--- src/rtl/core/wsac_pkg.sv ---
// ----------------------------------------------------------------------------
// wsac_pkg
// Types and constants shared by the activity classifier core.
// ----------------------------------------------------------------------------
package wsac_pkg;

	localparam logic [1:0] MODE_PUSH     = 2'd0;
	localparam logic [1:0] MODE_CLASSIFY = 2'd1;
	localparam logic [1:0] MODE_RESTART  = 2'd2;

	localparam logic [1:0] CLASS_OTHER   = 2'd0;
	localparam logic [1:0] CLASS_WALKING = 2'd1;
	localparam logic [1:0] CLASS_RUNNING = 2'd2;

	localparam logic [1:0] REG_RUN_THR  = 2'd0;
	localparam logic [1:0] REG_WALK_THR = 2'd1;
	localparam logic [1:0] REG_CONFIRM  = 2'd2;

	localparam logic [7:0] STREAK_MAX = 8'd255;
	localparam int CFG_W = 16;

	typedef struct packed {
		logic [1:0]         mode;
		logic signed [15:0] accel_x;
		logic signed [15:0] accel_y;
		logic signed [15:0] accel_z;
	} in_word_t;

	typedef struct packed {
		logic [1:0] activity;
		logic       window_full;
	} out_word_t;

endpackage

--- src/rtl/core/window_std_activity_classifier_core.sv ---
// ----------------------------------------------------------------------------
// window_std_activity_classifier_core
// Sliding-window standard-deviation activity classifier.
// ----------------------------------------------------------------------------
// Input words (in_valid/in_ready) carry a mode and a Q8.8 acceleration:
// push a sample, classify, or restart the window. Each accepted word yields
// exactly one output word (out_valid/out_ready) with the committed class and
// the window-full flag. Registers are written through cfg_we/cfg_idx/cfg_data,
// by the user only while the core is idle; the core does not enforce this.
// The front squares the three axes in turn on one multiplier and then offers
// the sum. The back takes a push through a 16-step square root, a ring read
// and the sum update, a classify of a full window through the shared 16x16
// multiplier and straight to the class update otherwise; a restart goes
// straight to the output word. The back takes no new word until its output
// word is taken. One word is in the back at a time, a second in the front.
// Reset clears sums, fill, position, class state and thresholds to defaults;
// ring contents are not cleared. A stalled receiver holds the output word
// and backs up both stages.
// ----------------------------------------------------------------------------
module window_std_activity_classifier_core #(
	parameter int WINDOW_LEN = 128
) (
	input  logic                clk,
	input  logic                arst_n,
	input  logic                in_valid,
	output logic                in_ready,
	input  wsac_pkg::in_word_t  in_word,
	output logic                out_valid,
	input  logic                out_ready,
	output wsac_pkg::out_word_t out_word,
	input  logic                cfg_we,
	input  logic [1:0]          cfg_idx,
	input  logic [15:0]         cfg_data
);
	logic [15:0] run_thr_q, walk_thr_q;
	logic [7:0]  confirm_q;
	logic        q_valid, q_ready;
	logic [1:0]  q_mode;
	logic [31:0] q_sq;

	always_ff @(posedge clk or negedge arst_n) begin
		if (!arst_n) begin
			run_thr_q <= 16'd1536;
			walk_thr_q <= 16'd384;
			confirm_q <= 8'd3;
		end else if (cfg_we) begin
			case (cfg_idx)
				wsac_pkg::REG_RUN_THR:  run_thr_q <= cfg_data;
				wsac_pkg::REG_WALK_THR: walk_thr_q <= cfg_data;
				wsac_pkg::REG_CONFIRM:  confirm_q <= cfg_data[7:0];
				default: ;
			endcase
		end
	end

	wsac_front u_front (
		.clk, .arst_n, .in_valid, .in_ready, .in_word,
		.q_valid, .q_ready, .q_mode, .q_sq
	);

	wsac_back #(.WINDOW_LEN(WINDOW_LEN)) u_back (
		.clk, .arst_n, .q_valid, .q_ready, .q_mode, .q_sq,
		.run_thr(run_thr_q), .walk_thr(walk_thr_q), .confirm(confirm_q),
		.out_valid, .out_ready, .out_word
	);
endmodule

--- src/rtl/core/wsac_ram.sv ---
// ----------------------------------------------------------------------------
// wsac_ram
// Generic single-port RAM with registered read.
// ----------------------------------------------------------------------------
module wsac_ram #(
	parameter int WIDTH = 16,
	parameter int DEPTH = 128
) (
	input  logic                     clk,
	input  logic                     we,
	input  logic [$clog2(DEPTH)-1:0] addr,
	input  logic [WIDTH-1:0]         wdata,
	output logic [WIDTH-1:0]         rdata
);
	logic [WIDTH-1:0] mem_q [DEPTH];

	always_ff @(posedge clk) begin
		if (we) begin
			mem_q[addr] <= wdata;
		end
		rdata <= mem_q[addr];
	end
endmodule

--- src/rtl/core/wsac_front.sv ---
// ----------------------------------------------------------------------------
// wsac_front
// Input stage: accepts words and computes the squared magnitude.
// ----------------------------------------------------------------------------
module wsac_front (
	input  logic                clk,
	input  logic                arst_n,
	input  logic                in_valid,
	output logic                in_ready,
	input  wsac_pkg::in_word_t  in_word,
	output logic                q_valid,
	input  logic                q_ready,
	output logic [1:0]          q_mode,
	output logic [31:0]         q_sq
);
	logic [2:0]  st_q;
	logic [1:0]  mode_q;
	logic [31:0] sq_q;
	logic signed [15:0] ax_q, ay_q, az_q;
	logic signed [15:0] opnd;
	logic signed [31:0] prod;

	localparam logic [2:0] F_IDLE = 3'd0, F_X = 3'd1, F_Y = 3'd2, F_Z = 3'd3, F_OUT = 3'd4;

	assign in_ready = (st_q == F_IDLE);
	assign q_valid  = (st_q == F_OUT);
	assign q_mode   = mode_q;
	assign q_sq     = sq_q;

	always_comb begin
		case (st_q)
			F_X:     opnd = ax_q;
			F_Y:     opnd = ay_q;
			default: opnd = az_q;
		endcase
		prod = opnd * opnd;
	end

	always_ff @(posedge clk or negedge arst_n) begin
		if (!arst_n) begin
			st_q <= F_IDLE;
		end else begin
			case (st_q)
				F_IDLE: if (in_valid) st_q <= F_X;
				F_X:    st_q <= F_Y;
				F_Y:    st_q <= F_Z;
				F_Z:    st_q <= F_OUT;
				F_OUT:  if (q_ready) st_q <= F_IDLE;
				default: st_q <= F_IDLE;
			endcase
		end
	end

	always_ff @(posedge clk) begin
		case (st_q)
			F_IDLE: begin
				mode_q <= in_word.mode;
				ax_q <= in_word.accel_x;
				ay_q <= in_word.accel_y;
				az_q <= in_word.accel_z;
			end
			F_X: sq_q <= $unsigned(prod);
			F_Y, F_Z: sq_q <= sq_q + $unsigned(prod);
			default: ;
		endcase
	end
endmodule

--- src/rtl/core/wsac_back.sv ---
// ----------------------------------------------------------------------------
// wsac_back
// Execution: square root, window ring, running sums, threshold test, output.
// ----------------------------------------------------------------------------
module wsac_back #(
	parameter int WINDOW_LEN = 128
) (
	input  logic                clk,
	input  logic                arst_n,
	input  logic                q_valid,
	output logic                q_ready,
	input  logic [1:0]          q_mode,
	input  logic [31:0]         q_sq,
	input  logic [15:0]         run_thr,
	input  logic [15:0]         walk_thr,
	input  logic [7:0]          confirm,
	output logic                out_valid,
	input  logic                out_ready,
	output wsac_pkg::out_word_t out_word
);
	localparam int AW  = (WINDOW_LEN > 1) ? $clog2(WINDOW_LEN) : 1;
	localparam int CW  = $clog2(WINDOW_LEN + 1);
	localparam int S1W = 16 + CW;
	localparam int S2W = 32 + CW;
	localparam int BW  = S2W + CW + 2;
	localparam logic [CW-1:0] NFULL = CW'(WINDOW_LEN);

	localparam logic [3:0] B_IDLE = 4'd0, B_SQRT = 4'd1, B_RD = 4'd2, B_SUB = 4'd3,
		B_ADD = 4'd4, B_M1 = 4'd5, B_M2 = 4'd6, B_M3 = 4'd7, B_M4 = 4'd8,
		B_CMP = 4'd9, B_CLS = 4'd10, B_OUT = 4'd11;

	logic [3:0]  st_q;
	logic [1:0]  mode_q;
	logic [31:0] rem_q;
	logic [15:0] root_q;
	logic [4:0]  it_q;
	logic [AW-1:0] wpos_q;
	logic [CW-1:0] fill_q;
	logic [S1W-1:0] s1_q;
	logic [S2W-1:0] s2_q;
	logic [1:0]  prev_q, comm_q;
	logic [7:0]  streak_q;
	logic        pass_q;
	logic [15:0] ma_q, mb_q;
	logic [31:0] mp_q;
	logic [BW-1:0] acc_q, spread_q;
	logic [1:0]  part_q;
	logic [15:0] rdata;
	logic        ram_we;
	logic        full;

	// 16x16 shared multiplier, registered
	always_ff @(posedge clk) mp_q <= ma_q * mb_q;

	assign full = (fill_q == NFULL);
	assign ram_we = (st_q == B_ADD) && (mode_q == wsac_pkg::MODE_PUSH);
	assign q_ready = (st_q == B_IDLE);
	assign out_valid = (st_q == B_OUT);
	assign out_word.activity = comm_q;
	assign out_word.window_full = full;

	wsac_ram #(.WIDTH(16), .DEPTH(WINDOW_LEN)) u_ram (
		.clk(clk), .we(ram_we), .addr(wpos_q), .wdata(root_q), .rdata(rdata)
	);

	// sqrt trial
	logic [17:0] trial;
	assign trial = {root_q, 2'b01};

	logic [31:0] sqv_q;
	logic [15:0] rh_q;

	always_ff @(posedge clk or negedge arst_n) begin
		if (!arst_n) begin
			st_q <= B_IDLE;
			wpos_q <= '0;
			fill_q <= '0;
			s1_q <= '0;
			s2_q <= '0;
			prev_q <= wsac_pkg::CLASS_OTHER;
			comm_q <= wsac_pkg::CLASS_OTHER;
			streak_q <= '0;
		end else begin
			case (st_q)
				B_IDLE: if (q_valid) begin
					mode_q <= q_mode;
					sqv_q <= q_sq;
					rem_q <= '0;
					root_q <= '0;
					it_q <= 5'd0;
					part_q <= 2'd0;
					case (q_mode)
						wsac_pkg::MODE_PUSH: st_q <= B_SQRT;
						wsac_pkg::MODE_CLASSIFY: st_q <= full ? B_M1 : B_CLS;
						wsac_pkg::MODE_RESTART: begin
							wpos_q <= '0; fill_q <= '0; s1_q <= '0; s2_q <= '0;
							st_q <= B_OUT;
						end
						default: st_q <= B_OUT;
					endcase
					pass_q <= 1'b0;
				end
				B_SQRT: begin
					// restoring sqrt, two radicand bits per step
					if ({16'd0, rem_q[31:0], sqv_q[31:30]} >= {32'd0, trial}) begin
						rem_q <= 32'({rem_q[29:0], sqv_q[31:30]} - {14'd0, trial});
						root_q <= {root_q[14:0], 1'b1};
					end else begin
						rem_q <= {rem_q[29:0], sqv_q[31:30]};
						root_q <= {root_q[14:0], 1'b0};
					end
					sqv_q <= {sqv_q[29:0], 2'b00};
					it_q <= it_q + 5'd1;
					if (it_q == 5'd15) st_q <= B_RD;
				end
				B_RD: begin
					ma_q <= root_q; mb_q <= root_q;
					st_q <= B_SUB;
				end
				B_SUB: begin
					// ram data valid; keep the oldest sample for eviction if full
					ma_q <= rdata; mb_q <= rdata;
					rh_q <= rdata;
					st_q <= B_ADD;
				end
				B_ADD: begin
					// mp_q = root^2 here
					s1_q <= s1_q + S1W'(root_q);
					s2_q <= s2_q + S2W'(mp_q);
					st_q <= B_M4;
				end
				B_M4: begin
					// mp_q = old^2
					if (full) begin
						s1_q <= s1_q - S1W'(rh_q);
						s2_q <= s2_q - S2W'(mp_q);
					end else begin
						fill_q <= fill_q + CW'(1);
					end
					wpos_q <= (wpos_q == AW'(WINDOW_LEN - 1)) ? '0 : wpos_q + AW'(1);
					st_q <= B_OUT;
				end
				B_M1: begin
					// spread = N*S2 - S1^2 with S1^2 from three 16x16 products
					acc_q <= BW'(s2_q) * BW'(WINDOW_LEN);
					spread_q <= '0;
					ma_q <= 16'(s1_q); mb_q <= 16'(s1_q);
					part_q <= 2'd0;
					st_q <= B_M2;
				end
				B_M2: begin
					case (part_q)
						2'd0: begin ma_q <= 16'(s1_q); mb_q <= 16'(s1_q >> 16); end
						2'd1: begin spread_q <= BW'(mp_q); ma_q <= 16'(s1_q >> 16); end
						2'd2: spread_q <= spread_q + (BW'(mp_q) << 17);
						default: spread_q <= spread_q + (BW'(mp_q) << 32);
					endcase
					part_q <= part_q + 2'd1;
					if (part_q == 2'd3) begin
						st_q <= B_M3;
						ma_q <= pass_q ? walk_thr : run_thr;
						mb_q <= pass_q ? walk_thr : run_thr;
					end
				end
				B_M3: begin
					spread_q <= (acc_q > spread_q) ? acc_q - spread_q : '0;
					part_q <= 2'd0;
					st_q <= B_CMP;
				end
				B_CMP: begin
					// mp_q = thr^2; N^2*thr^2 fits in BW
					if (part_q == 2'd0) begin
						part_q <= 2'd1;
					end else begin
						if (spread_q > (BW'(mp_q) * BW'(WINDOW_LEN) * BW'(WINDOW_LEN))) begin
							pass_q <= 1'b1;
						end
						part_q <= 2'd0;
						if (spread_q > (BW'(mp_q) * BW'(WINDOW_LEN) * BW'(WINDOW_LEN))) begin
							st_q <= B_CLS;
						end else if (ma_q == run_thr && !pass_q && part_q == 2'd1
							&& it_q == 5'd0) begin
							it_q <= 5'd1;
							ma_q <= walk_thr; mb_q <= walk_thr;
							part_q <= 2'd0;
						end else begin
							st_q <= B_CLS;
						end
					end
				end
				B_CLS: begin
					begin : cls
						logic [1:0] r;
						r = wsac_pkg::CLASS_OTHER;
						if (full && pass_q) r = (it_q == 5'd0) ? wsac_pkg::CLASS_RUNNING
							: wsac_pkg::CLASS_WALKING;
						if (r != prev_q) prev_q <= r;
						streak_q <= (r == prev_q) ?
							((streak_q == wsac_pkg::STREAK_MAX) ? streak_q : streak_q + 8'd1) : 8'd1;
						if (((r == prev_q) ?
							((streak_q == wsac_pkg::STREAK_MAX) ? streak_q : streak_q + 8'd1) : 8'd1)
							>= confirm) comm_q <= r;
					end
					st_q <= B_OUT;
				end
				B_OUT: if (out_ready) st_q <= B_IDLE;
				default: st_q <= B_IDLE;
			endcase
		end
	end
endmodule

--- config.mk ---
export PLATFORM = sky130hd
export DESIGN_NAME = window_std_activity_classifier_core
export DESIGN_NICKNAME = d
export VERILOG_FILES = /design/src/rtl/core/wsac_pkg.sv /design/src/rtl/core/window_std_activity_classifier_core.sv /design/src/rtl/core/wsac_ram.sv /design/src/rtl/core/wsac_front.sv /design/src/rtl/core/wsac_back.sv
export SDC_FILE = /design/constraint.sdc
export NUM_CORES = 2
export LEC_CHECK = 0
export BUFFER_PORTS_ARGS = -buffer_cell sky130_fd_sc_hd__buf_2
export CORE_MARGIN = 3
export CORE_UTILIZATION = 55
export DETAILED_ROUTE_END_ITERATION = 6
export PLACE_DENSITY = 0.71
export SLEW_MARGIN = 15
export SYNTH_ARGS = -nofsm -noshare
export SYNTH_HDL_FRONTEND = slang
export SYNTH_HIERARCHICAL = 1
export SYNTH_SLANG_ARGS = --single-unit
export TNS_END_PERCENT = 1
--- constraint.sdc ---
create_clock -name clk -period 20.3 [get_ports clk]
set_clock_uncertainty 0.1 [all_clocks]
set_input_delay 2.03 -clock clk [delete_from_list [all_inputs] [get_ports clk]]
set_output_delay 2.03 -clock clk [all_outputs]
set_load 0.03 [all_outputs]
==> Word-level counts from Yosys, hierarchy flattened <==
Memory sizes are Yosys's and may differ from the RTL's. A register that Yosys moved wholly into a read port is not among the register bits.
Index checks and enable logic that the tools add are counted.
{ "classes": {"n_addsub": 14, "multipliers": 2, "n_lt_le_gt_ge": 4, "n_eq_ne": 46, "n_mux": 71, "n_reduce_logical": 45} }
{ "op_table": {"columns": ["cell", "count"], "rows": [
  ["50-bit one-hot mux with 3 select lines", 2],
  ["32-bit one-hot mux with 2 select lines", 3],
  ["16-bit one-hot mux with 5 select lines", 2],
  ["16-bit 2-to-1 mux", 8],
  ["40-bit 2-to-1 mux", 3],
  ["40-bit one-hot mux with 3 select lines", 1],
  ["32-bit 2-to-1 mux", 3],
  ["16-bit one-hot mux with 2 select lines", 3],
  ["24-bit 2-to-1 mux", 3],
  ["24-bit one-hot mux with 3 select lines", 1],
  ["16-bit by 16-bit multiplier with 32-bit output", 2],
  ["50-bit by 49-bit adder with 50-bit output", 1],
  ["50-bit adder", 1],
  ["47-bit by 50-bit > comparator with 1-bit output", 1],
  ["50-bit by 46-bit > comparator with 1-bit output", 1],
  ["50-bit 2-to-1 mux", 1],
  ["47-bit by 50-bit subtractor with 50-bit output", 1],
  ["4-bit one-hot mux with 11 select lines", 1],
  ["40-bit by 32-bit adder with 40-bit output", 1],
  ["8-bit 2-to-1 mux", 5],
  ["40-bit by 32-bit subtractor with 40-bit output", 1],
  ["34-bit by 18-bit greater-or-equal comparator with 1-bit output", 1],
  ["32-bit adder", 1],
  ["4-bit 2-to-1 mux", 8],
  ["other kinds (56)", 127]
]} }
{ "totals": {"reg_bits": 480, "ram_bits": 2048, "output_inout_bits": 5, "elab_cells": 213, "mem_count": 1} }
{ "mem_list": {"columns": ["memory", "words", "word_bits", "rd", "rd_clocked_by_memory_dff", "write_ports", "line", "source"], "rows": [
  ["u_back.u_ram.mem_q", 128, 16, 1, 1, 1, "wsac_ram.sv:15", "logic [WIDTH-1:0] mem_q [DEPTH];"]
]} }

==> Depth between registers and ports, before layout <==
{ "depth": {"ltp_word": 8, "depth_mapped": 40} }

==> Hierarchy <==
The synthesis kept the hierarchy.
{ "by_module_without_submodules": {"columns": ["module", "instances", "cells_each", "area_per_inst_um2", "seq_area_each_um2"], "rows": [
  ["wsac_ram", 1, 4623, 78861.9, 61819.3],
  ["wsac_back", 1, 3762, 33672.3, 9864.5],
  ["wsac_front", 1, 1385, 13500.4, 2537.4],
  ["window_std_activity_classifier_core", 1, 85, 1519.0, 1008.5]
]} }

==> Least setup slack after synthesis <==
No wires, ideal clock.
{ "synth_path": {"path_kind": "register to register", "from": "reg u_front.st_q[1]", "to": "reg u_front.sq_q[31] (netlist: u_front/q_sq[31]) (data pin)", "setup_ns": 0.268, "t_arrival_ns": 8.721, "path_slack_ns": 11.211, "stages_incl_launch_ff": 37, "path_buffers": 3, "period_less_slack_ns": 9.089, "path_cell_list": "dfrtp_1 > nand2b_1 > buf_2 > a21oi_2 > clkbuf_1 > o22a_1 > clkbuf_1 > nand2_1 > fa_1 > fa_1 > fa_1 > inv_1 > fa_1 > fa_1 > inv_1 > fa_1 > inv_1 > ha_1 > and4_1 > and2_1 > a311o_1 > and3_1 > o21ai_1 > a21oi_1 > o21ai_1 > and2_1 > xnor2_1 > ha_1 > nand4_1 > nor4_1 > o2111ai_1 > a41oi_1 > o41ai_2 > o21ai_1 > xor2_1 > nand2_1 > xnor3_1"} }
{ "synth_between": {"elab_chain_len": 5} }
{ "synth_lines": {"columns": ["element", "line", "source"], "rows": [
  ["start, declared", "wsac_front.sv:16", "logic [2:0] st_q;"],
  ["start signal, assigned", "wsac_front.sv:41", "st_q <= F_IDLE;"],
  ["start signal, assigned", "wsac_front.sv:44", "F_IDLE: if (in_valid) st_q <= F_X;"],
  ["start signal, assigned", "wsac_front.sv:45", "F_X: st_q <= F_Y;"],
  ["3-bit by 2-bit equality test with 1-bit output or 3-bit by 1-bit equality test with 1-bit output (tied branches)", "wsac_front.sv:31, wsac_front.sv:55", null],
  ["16-bit one-hot mux with 2 select lines", "wsac_front.sv:31", "case (st_q)"],
  ["16-bit by 16-bit multiplier with 32-bit output", "wsac_front.sv:36", "prod = opnd * opnd;"],
  ["32-bit adder", "wsac_front.sv:63", "F_Y, F_Z: sq_q <= sq_q + $unsigned(prod);"],
  ["32-bit one-hot mux with 2 select lines *", "wsac_front.sv:55", "case (st_q)"],
  ["end signal, assigned", "wsac_front.sv:62", "F_X: sq_q <= $unsigned(prod);"],
  ["end signal, assigned", "wsac_front.sv:63", null],
  ["end, declared", "wsac_front.sv:18", "logic [31:0] sq_q;"]
]} }
Mark *: on every way between the ends. The rest lies on a longest branch, timed or not.
A chain may end at the register's enable or synchronous reset.

==> Worst setup path in the final report <==
{ "layout_path": {"from": "reg u_front.st_q[0]", "to": "reg u_front.sq_q[31] (netlist: u_front/q_sq[31]) (data pin)"} }
Same word-level chain as after synthesis.

==> flow_summary.yaml <==
setup_path:
  slowest_stage: "o22ai_1"
  cpPeakStageDelay_ps: 820
  crit_top_cell: "fa_1"
  critPathRequiredTime_ps: 20810
  arrival_ps: 11510
  end_kind: "register"
  worst-setup-path-type: "reg -> reg"
  cp-start-kind: "register"
  worst-path-buf-inv: 4
  crit_family: "adder cells"
  cp_max_fo: 19
global_routing:
  overflow: 0
  first_global_vias: 86420
  grt.total_usage_pct: 32.51
  grt_pass1_wl_um: 574100
  grt_max_degree: 128
  antenna_found_initial: 14
yosys:
  synth_enable_flop_cells: 2358
  synth_top_area_cell: "edfxtp_1"
  ys_async_sr_fraction_pct: 5.425
  ys_types: 108
  synth_seq_cells: 2544
  syn_avg_cell_area_um2: 12.94
  synth_flop_cell: "edfxtp_1"
  yosys_warnings: 6
  syn_inst: 9855
  syn_nets: 10810
  ys_top_cells_by_area: "edfxtp_1, fa_1, ha_1"
  yosysMostFrequentCell: "edfxtp_1"
  netlist_area_um2: 127600
  synth_common_cells: "edfxtp_1, nand2_1, inv_1, nor2_1, a21oi_1"
  ys_seq_area_share_pct: 58.98
  synth_top_area_share_pct: 55.51
placed_design:
  gp_congestion: 0.9591
  portBuffers: 77
  hpwl_um: 247800
sta:
  hold_violations: 0
  max_slew_margin_pct: 7.900
  rsz0062_at_grt: "no"
  post-route-min-period_ps: 11000
  setup_viol: 0
  drv_slew: 0
  fmax_mhz: 90.93
  min_period_over_period_pct: 54.17
  worstMarginPinSlew_ps: 1364
  fin_tns_setup_ps: 0
  holdWs_ps: 379.1
layout:
  drive_gt1_share_pct: 10.71
  synthToLayoutAreaGrowth_pct: 10.37
  num-nets-final: 10920
routing:
  drt-vias-per-instance: 6.640
  vias: 87660
  wl_per_cell_um: 29.53
  drc_errors: 20
  routed_wirelength_um: 389800
  drt_iter0_drc: 11690
  antenna_left: 0
  dr.pass1.iters: 7
floorplan:
  initial_core_util_pct: 55.38
  chipHeight_um: 487.6
  die_x_um: 487.6
  fp.dieArea_um2: 237700
  coreArea_um2: 230300
  boundaryPins: 78
  rows: 176
run_status:
  status: "finished, violations left"
  violations: "design-rule violations"
clocking:
  cts_hold_buf: 0
  numCtsBuffers: 281
  clk_pin_slew_ps: 60
  cts-resized-gates: 0
  root_buffer: "clkbuf_16"
  worstSkewPairLatency_ps: 960
  cts.sinks: 2544
  htree_levels: 5
  post_cts_buffers: 0
  clk_path_buf_depth: 4
  cts_tree: "built"
run:
  cap_viol_max_count: 0
hold_path:
  hp-class: "reg -> reg"
sequential cells by signal, indices dropped and copies added (netlist names), 24 cells and up:
signal / flops
u_back/u_ram/mem_q: 2048
u_back/spread_q: 50
u_back/acc_q: 40
u_back/s2_q: 40
u_back/mp_q: 32
u_back/rem_q: 32
u_back/sqv_q: 32
u_front/q_sq: 32
u_back/s1_q: 24
layer usage:
metal / up-vias / global-route usage (%) / part of all wire, % / routed length (um)
li1: 37210 / - / - / -
met1: 43660 / 43.78 / 37 / 145300
met2: 5696 / 49.58 / 45 / 174700
met3: 1094 / 7.968 / 12 / 47280
met4: 6 / 16.10 / 5.7 / 22400
met5: - / 0 / 0.013 / 49
final timing paths:
kind | startpoint | end | slack, ps | depth (start not counted)
worst max-delay path | u_front/st_q[0]$_DFFE_PN0P_ | u_front/q_sq[31]$_DFFE_PP_ | 9300 | 34
worst min-delay path | u_back/s2_q[33]$_DFFE_PN0P_ | u_back/acc_q[40]$_DFFE_PP_ | 380 | 0
worst max register to register | u_front/st_q[0]$_DFFE_PN0P_ | u_front/q_sq[31]$_DFFE_PP_ | 9300 | 34
worst min register to register | u_back/s2_q[33]$_DFFE_PN0P_ | u_back/acc_q[40]$_DFFE_PP_ | 380 | 0
max in group asynchronous | arst_n | u_front/st_q[1]$_DFFE_PN0P_ | 17500 | 2
min in group asynchronous | arst_n | u_back/s2_q[30]$_DFFE_PN0P_ | 1120 | 1
layout make-up:
class	count	area, um2
inverters	728	2743
fillers	17420	89560
well taps	3026	3786
clock inverters	134	1252
clock buffers	349	7495
repair buffers	368	2676
diodes	9	22.52
flip-flops and latches	2544	75240
multi-input cells	6045	47570
worst register-to-register path: cells and delay by family, from the launching register on:
| kind | cells | cell delay, ps |
|---|---|---|
| xor gates and xnor gates | 3 | 640 |
| and+or+nand+nor | 8 | 1780 |
| AOI/OAI and AO/OA | 11 | 3200 |
| adders and majority gates | 8 | 3700 |
| DFF | 1 | 440 |
| buffers and inverters | 4 | 880 |
cells by family after synthesis:
family | count (synthesis) | synth area share, %
AO/OA/AOI/OAI | 2431 | 13.32
XOR/XNOR | 313 | 2.160
adder cells (fa/ha/maj) | 881 | 11.20
buffers and inverters | 1266 | 3.935
flip-flops | 2544 | 58.98
multiplexers | 315 | 2.882
AND/OR/NAND/NOR | 2105 | 7.527
layout by cell type, fill, tap and decap left out, types with 80 or more instances in the layout:
| cell | Yosys | routed |
|---|---|---|
| and2_1 | 147 | 144 |
| o22ai_1 | 81 | 80 |
| a221oi_1 | 482 | 482 |
| xnor2_1 | 180 | 180 |
| nand3_1 | 94 | 94 |
| o21ai_0 | 433 | 432 |
| a21oi_1 | 491 | 490 |
| nor3_1 | 110 | 98 |
| ha_1 | 447 | 447 |
| a21o_1 | 156 | 156 |
| inv_1 | 716 | 716 |
| nor2_1 | 628 | 613 |
| mux2i_1 | 98 | 98 |
| buf_4 | 13 | 282 |
| clkbuf_16 | 0 | 287 |
| mux2_2 | 192 | 192 |
| fa_1 | 434 | 434 |
| xor2_1 | 132 | 132 |
| a22oi_1 | 196 | 196 |
| edfxtp_1 | 2358 | 2358 |
| nand2_1 | 779 | 776 |
| dfrtp_1 | 132 | 128 |
per-stage QoR:
step | instance area, um2 | std cells | setup WS [ps] | util, %
2_1_floorplan | 127600 | 9855 | 11210 | -
3_3_place_gp | 132000 | 12710 | 9396 | 57.30
3_5_place_dp | 132000 | 12710 | 9279 | 57.30
4_1_cts | 140700 | 13190 | 9268 | 61.10
5_1_grt | 140800 | 13200 | 8524 | 61.11
6_report | 140800 | 13200 | 9303 | 61.12
Power is not shown: default switching activity piles up to over one toggle a cycle in this logic, so the estimate is an artifact.
